`config.mk`:
```
export PLATFORM = sky130hd
export DESIGN_NAME = joint_velocity_limit_projector_unit
export DESIGN_NICKNAME = d
export VERILOG_FILES = /design/src/sv/jvlp_pkg.sv /design/src/sv/jvlp_limit_mem.sv /design/src/sv/jvlp_quad_factor.sv /design/src/sv/joint_velocity_limit_projector_unit.sv
export VERILOG_INCLUDE_DIRS = /design/src /design/src/sv
export SDC_FILE = /design/constraint.sdc
export NUM_CORES = 2
export LEC_CHECK = 0
export BUFFER_PORTS_ARGS = -buffer_cell sky130_fd_sc_hd__buf_4
export CORE_AREA = 5 5 362 364
export DETAILED_ROUTE_END_ITERATION = 10
export DIE_AREA = 0 0 367 369
export PLACE_DENSITY = 0.88
export RECOVER_POWER = 50
export SLEW_MARGIN = 20
export SYNTH_ARGS = -nofsm -noshare
export SYNTH_HDL_FRONTEND = slang
export SYNTH_SLANG_ARGS = --single-unit
```
`constraint.sdc`:
```
create_clock -name clk -period 67.9 [get_ports clk]
set_input_delay 13.58 -clock clk [delete_from_list [all_inputs] [get_ports clk]]
set_output_delay 13.58 -clock clk [all_outputs]
set_load 0.01 [all_outputs]
```
`src/sv/joint_velocity_limit_projector_unit_defines.svh`:
```
// Assertion macros for the joint velocity limit projector.
// Each macro takes a label, an antecedent and a consequent, and expects clk and arst_n in scope.
`ifndef JOINT_VELOCITY_LIMIT_PROJECTOR_UNIT_DEFINES_SVH
`define JOINT_VELOCITY_LIMIT_PROJECTOR_UNIT_DEFINES_SVH

`ifndef SYNTHESIS
`define JVLP_ASSERT_NOW(lbl, ante, cons) \
	lbl: assert property (@(posedge clk) disable iff (!arst_n) (ante) |-> (cons)) \
		else $error("jvlp: same-cycle check failed");
`define JVLP_ASSERT_NEXT(lbl, ante, cons) \
	lbl: assert property (@(posedge clk) disable iff (!arst_n) (ante) |=> (cons)) \
		else $error("jvlp: next-cycle check failed");
`else
`define JVLP_ASSERT_NOW(lbl, ante, cons)
`define JVLP_ASSERT_NEXT(lbl, ante, cons)
`endif

`endif

```
`src/sv/jvlp_pkg.sv`:
```
`default_nettype none

package jvlp_pkg;

	// action codes
	localparam logic ACT_LOAD    = 1'b0;
	localparam logic ACT_PROJECT = 1'b1;

	// limit word lanes within a joint's row
	localparam logic [1:0] LIM_VMAX = 2'd0;
	localparam logic [1:0] LIM_VMIN = 2'd1;
	localparam logic [1:0] LIM_QMIN = 2'd2;
	localparam logic [1:0] LIM_QMAX = 2'd3;

	// configuration register indexes
	localparam logic [1:0] CFG_STEP_TIME    = 2'd0;
	localparam logic [1:0] CFG_ELBOW_EN     = 2'd1;
	localparam logic [1:0] CFG_ELBOW_MARGIN = 2'd2;

	localparam logic [3:0] ELBOW_JOINT = 4'd2;

	typedef struct packed {
		logic               action;
		logic [3:0]         joint;
		logic [1:0]         limit_select;
		logic signed [15:0] limit_value;
		logic signed [15:0] position;
		logic signed [15:0] desired_velocity;
	} cmd_t;

	typedef struct packed {
		logic [3:0]         joint_out;
		logic signed [15:0] safe_velocity;
	} res_t;

	typedef enum logic [1:0] {
		FAC_ZERO,
		FAC_RAMP,
		FAC_ONE
	} fac_sel_t;

	typedef enum logic [1:0] {
		ELB_NONE,
		ELB_PUSH,
		ELB_SCALE
	} elb_sel_t;

	// per-item data that rides alongside the arithmetic stages
	typedef struct packed {
		logic [3:0]         joint;
		logic               oor;
		logic               elbow_on;
		logic signed [15:0] pos;
		logic signed [15:0] qmin;
		logic signed [15:0] qmax;
		logic signed [15:0] vc;
		fac_sel_t           fac_sel;
		elb_sel_t           elb_sel;
	} side_t;

endpackage

`default_nettype wire

```
`src/sv/jvlp_limit_mem.sv`:
```
`default_nettype none

// One row per joint, four 16-bit limit words per row; lane write, registered row read.
module jvlp_limit_mem #(
	parameter int ROWS = 5,
	localparam int RW = $clog2(ROWS)
) (
	input  wire logic                clk,
	input  wire logic                wr_en,
	input  wire logic [RW-1:0]       wr_row,
	input  wire logic [1:0]          wr_lane,
	input  wire logic [15:0]         wr_data,
	input  wire logic                rd_en,
	input  wire logic [RW-1:0]       rd_row,
	output logic      [3:0][15:0]    rd_data
);

	logic [3:0][15:0] mem_q [ROWS];
	logic [3:0][15:0] rd_q;

	always_ff @(posedge clk) begin
		if (wr_en) begin
			mem_q[wr_row][wr_lane] <= wr_data;
		end
	end

	// hold the read word until the next read
	always_ff @(posedge clk) begin
		if (rd_en) begin
			rd_q <= mem_q[rd_row];
		end
	end

	assign rd_data = rd_q;

endmodule

`default_nettype wire

```
`src/sv/jvlp_quad_factor.sv`:
```
`default_nettype none

// fac = (floor(x * 2^FRAC / DIVISOR))^2 >> FRAC, three stages, advancing on adv.
// The quotient comes from a reciprocal multiply and one correction step.
module jvlp_quad_factor #(
	parameter int FRAC = 12,
	parameter int DIVISOR = 328,
	localparam int XW = $clog2(DIVISOR)
) (
	input  wire logic            clk,
	input  wire logic            adv,
	input  wire logic [XW-1:0]   x,
	output logic      [FRAC-1:0] fac
);

	localparam int NW = XW + FRAC;
	localparam int RW = FRAC + 1;
	localparam int PW = XW + RW;
	localparam int RECIP = (1 << NW) / DIVISOR;

	logic [PW-1:0]     prod_a;
	logic [NW-1:0]     prod_b;
	logic [NW:0]       rem;
	logic [FRAC-1:0]   quo;
	logic [2*FRAC-1:0] sq;

	logic [FRAC-1:0] est_s1;
	logic [XW-1:0]   x_s1;
	logic [FRAC-1:0] quo_s2;
	logic [FRAC-1:0] fac_s3;

	// estimate is the true quotient or one below it
	assign prod_a = PW'(x) * PW'(RECIP);
	assign prod_b = NW'(est_s1) * NW'(DIVISOR);
	assign rem    = (NW+1)'({x_s1, {FRAC{1'b0}}}) - (NW+1)'(prod_b);
	assign quo    = (rem >= (NW+1)'(DIVISOR)) ? est_s1 + FRAC'(1) : est_s1;
	assign sq     = quo_s2 * quo_s2;

	always_ff @(posedge clk) begin
		if (adv) begin
			est_s1 <= FRAC'(prod_a >> XW);
			x_s1   <= x;
			quo_s2 <= quo;
			fac_s3 <= FRAC'(sq >> FRAC);
		end
	end

	assign fac = fac_s3;

endmodule

`default_nettype wire

```
`src/sv/joint_velocity_limit_projector_unit.sv`:
```
// Joint velocity limit projector. Each projection item (action 1) carries one joint's angle and
// requested rate and yields one result with the safe rate; each load item (action 0) writes one
// limit word (max rate, min rate, min angle, max angle) of one joint and yields nothing. All four
// limits of a joint must be loaded before that joint is projected; the table has no reset and is
// never swept. Loads to a joint at or above JOINT_COUNT are dropped, and projections of such a
// joint return zero. The block takes one item per clock while the result side is not stalled: the
// limit table is one row per joint, read as a whole row through a single registered port, so one
// row read per cycle sets the rate. A load may be followed in the very next cycle by a projection
// of the same joint; the written word is already visible to that read. A projection's result is
// registered through the table read, the clamp and classification, two constant-divider stages, a
// squaring stage, the rate scaling, the look-ahead step and the final limit and elbow selection.
// A stalled result freezes the whole pipeline and raises cmd_stall. Configuration writes are
// always taken (cfg_ready is tied high) and must only come while no projection is in flight.
`default_nettype none

`include "joint_velocity_limit_projector_unit_defines.svh"

module joint_velocity_limit_projector_unit #(
	parameter int JOINT_COUNT = 5,
	parameter int FRACTION_BITS = 12
) (
	input  wire logic            clk,
	input  wire logic            arst_n,
	input  wire logic            cmd_valid,
	output logic                 cmd_stall,
	input  wire jvlp_pkg::cmd_t  cmd,
	output logic                 res_valid,
	input  wire logic            res_stall,
	output jvlp_pkg::res_t       res,
	input  wire logic            cfg_valid,
	output logic                 cfg_ready,
	input  wire logic [1:0]      cfg_index,
	input  wire logic [15:0]     cfg_data
);

	localparam int F = FRACTION_BITS;
	localparam int ROW_W = $clog2(JOINT_COUNT);
	localparam int ONE = 1 << F;
	localparam int OUTER = (ONE + 5) / 10;
	localparam int INNER = (ONE + 25) / 50;
	localparam int BAND = (ONE + 2) / 5;
	localparam int XWR = $clog2(OUTER - INNER);
	localparam int XWE = $clog2(BAND);

	localparam logic signed [17:0] INNER_C = 18'(INNER);
	localparam logic signed [17:0] OUTER_C = 18'(OUTER);
	localparam logic signed [17:0] BAND_C  = 18'(BAND);
	localparam logic signed [15:0] PUSH_C  = 16'(-(ONE / 2));
	localparam logic [F:0]         ONE_C   = (F+1)'(ONE);

	function automatic logic [16:0] mag17(input logic signed [15:0] a);
		mag17 = a[15] ? 17'(-(17'(a))) : 17'(a);
	endfunction

	// ---------------------------------------------------------------- configuration
	logic [15:0] step_time_q;
	logic        elbow_en_q;
	logic [14:0] margin_q;

	assign cfg_ready = 1'b1;

	always_ff @(posedge clk or negedge arst_n) begin
		if (!arst_n) begin
			step_time_q <= 16'd655;
			elbow_en_q  <= 1'b0;
			margin_q    <= 15'd0;
		end else if (cfg_valid) begin
			unique case (cfg_index)
				jvlp_pkg::CFG_STEP_TIME:    step_time_q <= cfg_data;
				jvlp_pkg::CFG_ELBOW_EN:     elbow_en_q  <= cfg_data[0];
				jvlp_pkg::CFG_ELBOW_MARGIN: margin_q    <= cfg_data[14:0];
				default: ;
			endcase
		end
	end

	// ---------------------------------------------------------------- handshake
	// One advance signal moves every stage; a held result freezes them all.
	logic adv;
	logic accept;
	logic cmd_oor;
	logic res_valid_q;

	assign adv       = !res_valid_q || !res_stall;
	assign cmd_stall = !adv;
	assign accept    = cmd_valid && !cmd_stall;
	assign cmd_oor   = 5'(cmd.joint) >= 5'(JOINT_COUNT);

	// ---------------------------------------------------------------- limit table
	// Write a load at its accepting edge; read the projected joint's row at its accepting edge.
	logic [3:0][15:0] row_s1;

	jvlp_limit_mem #(
		.ROWS(JOINT_COUNT)
	) u_mem (
		.clk     (clk),
		.wr_en   (accept && cmd.action == jvlp_pkg::ACT_LOAD && !cmd_oor),
		.wr_row  (cmd.joint[ROW_W-1:0]),
		.wr_lane (cmd.limit_select),
		.wr_data (cmd.limit_value),
		.rd_en   (accept && cmd.action == jvlp_pkg::ACT_PROJECT && !cmd_oor),
		.rd_row  (cmd.joint[ROW_W-1:0]),
		.rd_data (row_s1)
	);

	// ---------------------------------------------------------------- stage 1
	logic           vld_s1;
	jvlp_pkg::cmd_t cmd_s1;

	always_ff @(posedge clk or negedge arst_n) begin
		if (!arst_n) begin
			vld_s1 <= 1'b0;
		end else if (adv) begin
			// loads never enter the pipeline
			vld_s1 <= accept && cmd.action == jvlp_pkg::ACT_PROJECT;
		end
	end

	always_ff @(posedge clk) begin
		if (adv) begin
			cmd_s1 <= cmd;
		end
	end

	// Clamp to the rate window (min last, so it wins on an inverted window), find the
	// distance to the limit the rate heads for, and classify both the joint margin and
	// the elbow band.
	logic signed [15:0] vmax, vmin, qmin, qmax, v_hi, vc;
	logic signed [16:0] lim_gap;
	logic signed [17:0] dist_r;
	logic signed [17:0] dist_e;
	logic [XWR-1:0]     x_ramp_d;
	logic [XWE-1:0]     x_elb_d;
	jvlp_pkg::side_t    side_d;

	always_comb begin
		vmax = $signed(row_s1[jvlp_pkg::LIM_VMAX]);
		vmin = $signed(row_s1[jvlp_pkg::LIM_VMIN]);
		qmin = $signed(row_s1[jvlp_pkg::LIM_QMIN]);
		qmax = $signed(row_s1[jvlp_pkg::LIM_QMAX]);
		v_hi = (cmd_s1.desired_velocity > vmax) ? vmax : cmd_s1.desired_velocity;
		vc   = (v_hi < vmin) ? vmin : v_hi;

		lim_gap = vc[15] ? 17'(cmd_s1.position) - 17'(qmin)
		                 : 17'(qmax) - 17'(cmd_s1.position);
		dist_r  = 18'(lim_gap);
		dist_e  = -$signed({3'b000, margin_q}) - 18'(cmd_s1.position);

		x_ramp_d = XWR'(dist_r - INNER_C);
		x_elb_d  = XWE'(dist_e);

		side_d.joint    = cmd_s1.joint;
		side_d.oor      = 5'(cmd_s1.joint) >= 5'(JOINT_COUNT);
		side_d.elbow_on = elbow_en_q && cmd_s1.joint == jvlp_pkg::ELBOW_JOINT;
		side_d.pos      = cmd_s1.position;
		side_d.qmin     = qmin;
		side_d.qmax     = qmax;
		side_d.vc       = vc;

		// a zero rate needs no scaling
		if (vc == 16'sd0) begin
			side_d.fac_sel = jvlp_pkg::FAC_ONE;
		end else if (dist_r < INNER_C) begin
			side_d.fac_sel = jvlp_pkg::FAC_ZERO;
		end else if (dist_r < OUTER_C) begin
			side_d.fac_sel = jvlp_pkg::FAC_RAMP;
		end else begin
			side_d.fac_sel = jvlp_pkg::FAC_ONE;
		end

		// at or past the elbow limit push back; inside the band slow down
		if (dist_e <= 18'sd0) begin
			side_d.elb_sel = jvlp_pkg::ELB_PUSH;
		end else if (dist_e < BAND_C) begin
			side_d.elb_sel = jvlp_pkg::ELB_SCALE;
		end else begin
			side_d.elb_sel = jvlp_pkg::ELB_NONE;
		end
	end

	// ---------------------------------------------------------------- stages 2 to 5
	// Both quadratic factors come out of their units aligned with stage 5.
	logic            vld_s2, vld_s3, vld_s4, vld_s5, vld_s6, vld_s7;
	jvlp_pkg::side_t side_s2, side_s3, side_s4, side_s5, side_s6, side_s7;
	logic [XWR-1:0]  x_ramp_s2;
	logic [XWE-1:0]  x_elb_s2;
	logic [F-1:0]    ramp_fac_s5;
	logic [F-1:0]    elb_fac_s5;

	jvlp_quad_factor #(
		.FRAC    (F),
		.DIVISOR (OUTER - INNER)
	) u_ramp (
		.clk (clk),
		.adv (adv),
		.x   (x_ramp_s2),
		.fac (ramp_fac_s5)
	);

	jvlp_quad_factor #(
		.FRAC    (F),
		.DIVISOR (BAND)
	) u_elbow (
		.clk (clk),
		.adv (adv),
		.x   (x_elb_s2),
		.fac (elb_fac_s5)
	);

	// ---------------------------------------------------------------- stage 5: scale the rate
	logic [F:0]         factor;
	logic [16:0]        mag5;
	logic [17+F:0]      prod5;
	logic [16:0]        p5;
	logic signed [16:0] sv5;

	always_comb begin
		case (side_s5.fac_sel)
			jvlp_pkg::FAC_ZERO: factor = '0;
			jvlp_pkg::FAC_RAMP: factor = {1'b0, ramp_fac_s5};
			default:            factor = ONE_C;
		endcase
		mag5  = mag17(side_s5.vc);
		prod5 = (18+F)'(mag5) * (18+F)'(factor);
		// the factor never exceeds one, so the magnitude fits without saturation
		p5  = 17'(prod5 >> F);
		sv5 = side_s5.vc[15] ? -$signed(p5) : $signed(p5);
	end

	// ---------------------------------------------------------------- stage 6: look ahead
	logic signed [15:0] v_s6;
	logic [F-1:0]       sq_s6;
	logic [16:0]        mag6;
	logic [32:0]        prod6;
	logic [15:0]        p6;
	logic signed [16:0] step6;
	logic signed [17:0] nxt6;

	always_comb begin
		mag6  = mag17(v_s6);
		prod6 = 33'(mag6) * 33'(step_time_q);
		p6    = 16'(prod6 >> 16);
		step6 = v_s6[15] ? -$signed({1'b0, p6}) : $signed({1'b0, p6});
		nxt6  = 18'(side_s6.pos) + 18'(step6);
	end

	// ---------------------------------------------------------------- stage 7: final selection
	logic signed [15:0] v_s7;
	logic signed [17:0] nxt_s7;
	logic [F-1:0]       sq_s7;
	logic               vpos7;
	logic               zero7;
	logic [14+F:0]      prod7;
	logic [14:0]        sc7;
	logic signed [15:0] vout7;

	always_comb begin
		vpos7 = !v_s7[15] && v_s7 != 16'sd0;
		zero7 = (nxt_s7 < 18'(side_s7.qmin) && v_s7[15])
		     || (nxt_s7 > 18'(side_s7.qmax) && vpos7);
		prod7 = (15+F)'(v_s7[14:0]) * (15+F)'(sq_s7);
		sc7   = 15'(prod7 >> F);

		if (side_s7.oor || zero7) begin
			vout7 = '0;
		end else if (side_s7.elbow_on && vpos7) begin
			// a positive rate that would open the elbow past zero is blocked outright
			if (nxt_s7 > 18'sd0) begin
				vout7 = '0;
			end else begin
				case (side_s7.elb_sel)
					jvlp_pkg::ELB_PUSH:  vout7 = PUSH_C;
					jvlp_pkg::ELB_SCALE: vout7 = $signed({1'b0, sc7});
					default:             vout7 = v_s7;
				endcase
			end
		end else begin
			vout7 = v_s7;
		end
	end

	// ---------------------------------------------------------------- pipeline registers
	always_ff @(posedge clk or negedge arst_n) begin
		if (!arst_n) begin
			vld_s2      <= 1'b0;
			vld_s3      <= 1'b0;
			vld_s4      <= 1'b0;
			vld_s5      <= 1'b0;
			vld_s6      <= 1'b0;
			vld_s7      <= 1'b0;
			res_valid_q <= 1'b0;
		end else if (adv) begin
			vld_s2      <= vld_s1;
			vld_s3      <= vld_s2;
			vld_s4      <= vld_s3;
			vld_s5      <= vld_s4;
			vld_s6      <= vld_s5;
			vld_s7      <= vld_s6;
			res_valid_q <= vld_s7;
		end
	end

	jvlp_pkg::res_t res_q;

	always_ff @(posedge clk) begin
		if (adv) begin
			side_s2   <= side_d;
			x_ramp_s2 <= x_ramp_d;
			x_elb_s2  <= x_elb_d;
			side_s3   <= side_s2;
			side_s4   <= side_s3;
			side_s5   <= side_s4;
			side_s6   <= side_s5;
			v_s6      <= 16'(sv5);
			sq_s6     <= elb_fac_s5;
			side_s7   <= side_s6;
			v_s7      <= v_s6;
			nxt_s7    <= nxt6;
			sq_s7     <= sq_s6;
			res_q.joint_out     <= side_s7.joint;
			res_q.safe_velocity <= vout7;
		end
	end

	assign res_valid = res_valid_q;
	assign res       = res_q;

	// ---------------------------------------------------------------- assertions
	// a load item never starts a projection
	`JVLP_ASSERT_NEXT(a_load_silent, accept && cmd.action == jvlp_pkg::ACT_LOAD, !vld_s1)
	// a frozen pipeline keeps its first stage
	`JVLP_ASSERT_NEXT(a_s1_hold, cmd_stall, vld_s1 == $past(vld_s1))
	// a joint beyond the table always yields a zero rate
	`JVLP_ASSERT_NOW(a_oor_zero, res_valid && 5'(res.joint_out) >= 5'(JOINT_COUNT), res.safe_velocity == 16'sd0)

endmodule

`default_nettype wire
```
==> results.yml <==
status:
  outcome: "finished with violations"
  failed_checks: "capacitance limit, slew limit"
synthesis:
  ys_types: 95
  synth_ff_type: "edfxtp_1"
  synth_edf_count: 1014
  synthCells: 6268
  ys_ff_latch: 1054
  netlist_area_um2: 75900
  ys_seq_area_share_pct: 41.5
  async_flop_share_pct: 3.80
  syn_avg_cell_area_um2: 12.1
  ys.warnings.count: 0
final_layout:
  multi_input_area_um2: 39700
  seq_area_um2: 31500
  postLayoutCoreUtil_pct: 64.6
  drive_gt1_share_pct: 7.88
  layout_common_cells: "inv_1 (1101), edfxtp_1 (1014), fa_1 (734)"
  nets: 7892
  area_growth_syn_to_layout_pct: 8.11
  final_common_cell: "inv_1"
  fillCellCount: 8398
sta:
  worst_slew_pin_slew_ns: 3.32
  setup_tns_ns: 0
  fmax_ghz: 0.0332
  timing.final.crit_period_ns: 30.16
  setup_viol: 0
  clock_skew_ns: 0.0451
  slew_headroom_pct: -122
  fin_crit_sh_pct: 44.4
  rsz0062_at_grt: "false"
  timing.final.hold_violations: 0
  slew_violations: 289
cts:
  cts_resized: 0
  root_buffer: "clkbuf_16"
  cts_made_buffers: 101
  clk_pin_slew_ns: 0.06
  clock_latency_ns: 0.72
  h-tree-depth: 3
  clk_path_buf_depth: 3
  cts_tree: "done"
  hold_buffers: 0
  cts.sink_count: 1054
  postCtsSetupRepairBufs: 0
detailed_routing:
  vias: 48400
  vias_per_cell: 5.95
  drtPass1Iterations: 8
  avgRoutedWirePerCell_um: 21.2
  wirelength_um: 172000
  drc: 0
  ant_nets: 0
  drtIter0Drc: 4555
worst_setup_path:
  crit_chain: "clkbuf_4 > nand2_1 > inv_1 > buf_4"
  max_stage_delay_ns: 2.30
  required_ns: 54.32
  path_max_fanout: 77
  crit_type: "in -> out"
  cp-end-kind: "output pin"
  rrSetupSlack_ns: 54.10
  startpoint_type: "primary input"
  crit_arrival_ns: 16.58
  crit_path_top_delay_cell: "nand2_1"
placement:
  dp.final_hpwl_um: 123000
  port_buffers: 99
  gp_congestion: 0.937
grt:
  overflow: 0
  first_global_vias: 51400
  grt_max_degree: 93
  antenna_found_initial: 3
  grt_pass1_wl_um: 274000
  globalRouteTotalUtil_pct: 25.6
worst_hold_path:
  hp-class: "reg -> reg"
floorplanning:
  ios: 101
  rows: 131
  die_x_um: 367
  core-area_um2: 127000
  fp.dieH_um: 369
  start_util_pct: 59.7
  die_area_um2: 135000
flow_run:
  cap_violations: 9
[worst max-delay path, delay by kind of cell]
kind / cells / cell delay, ns
and+or+nand+nor: 1 / 2.30
buffers and inverters: 3 / 0.69
[sequential cells by signal, summed over array words and instances (netlist names), 15 cells and up]
register / flops
cmd_s1: 36
res: 20
nxt_s7: 18
v_s7: 16
margin_q: 15
u_mem.rd_data: 64
side_s5: 74
side_s2: 74
u_mem.mem_q: 320
side_s3: 74
side_s6: 56
v_s6: 16
side_s4: 74
side_s7: 40
step_time_q: 16
[cell usage after synthesis, drive strengths merged (57+ instances only)]
library cell,instances,area [µm²]
inv,1103,4140
edfxtp,1014,30400
fa,734,14700
ha,692,8660
nand2,580,2180
nor2,262,983
and2,258,1610
a21oi,181,932
xnor2,175,1530
clkbuf,140,526
o21ai,115,583
mux2,114,1290
xor2,76,666
mux4,64,1440
nand3,57,285
[metrics by stage]
step	cell area (µm²)	hold WS, ns	worst slack (ns)	std cells
2_1_floorplan	76000	0.400	21.41	6293
3_3_place_gp	78700	0.400	39.51	7947
3_5_place_dp	78700	0.405	39.50	7947
4_1_cts	82200	0.414	39.49	8135
5_1_grt	82000	0.420	37.41	8135
6_report	82000	0.414	37.74	8136
[cell families (layout without fill, tap and decap cells)]
family                   count (synthesis)  after routing  synth area share (%)
adder cells (fa/ha/maj)               1426           1426                  30.8
AO/OA/AOI/OAI                          594            594                  5.18
AND/OR/NAND/NOR                       1465           1465                  9.31
multiplexers                           215            215                  4.09
flip-flops                            1054           1054                  41.5
XOR/XNOR                               251            251                  2.90
other                                    2             28               0.00990
buffers and inverters                 1261           1441                  6.27
[layout make-up]
type | instances | share of cell area (%)
tap | 1662 | 2.54
clock inverter | 61 | 1.00
clock buffer | 127 | 3.34
antenna | 1 | 0.00305
timing repair buffer | 150 | 1.25
inverter | 1103 | 5.05
sequential | 1054 | 38.4
multi-input combinational | 3978 | 48.5
[path summary, 6_finish.rpt]
| check | startpoint | endpoint | depth (start not counted) |
|---|---|---|---|
| min reg2reg | side_s5[32] | side_s6[32] | 0 |
| min | side_s5[32] | side_s6[32] | 0 |
| min in group asynchronous | arst_n | elbow_en_q | 1 |
| max in group asynchronous | arst_n | vld_s4 | 1 |
| max | res_stall | cmd_stall | 4 |
| max reg2reg | v_s6[15] | nxt_s7[16] | 33 |
[per-layer routing]
| layer | part of all wire [%] | GRT usage (%) | up-vias |
|---|---|---|---|
| met5 | 0.022 | 0 | - |
| met4 | 4.6 | 10.8 | 6 |
| met3 | 8.8 | 4.83 | 588 |
| met2 | 51 | 44.6 | 2586 |
| met1 | 36 | 31.4 | 24000 |
| li1 | - | - | 21200 |
Power is not shown: default switching activity piles up to over one toggle a cycle in this logic, so the estimate is an artifact.
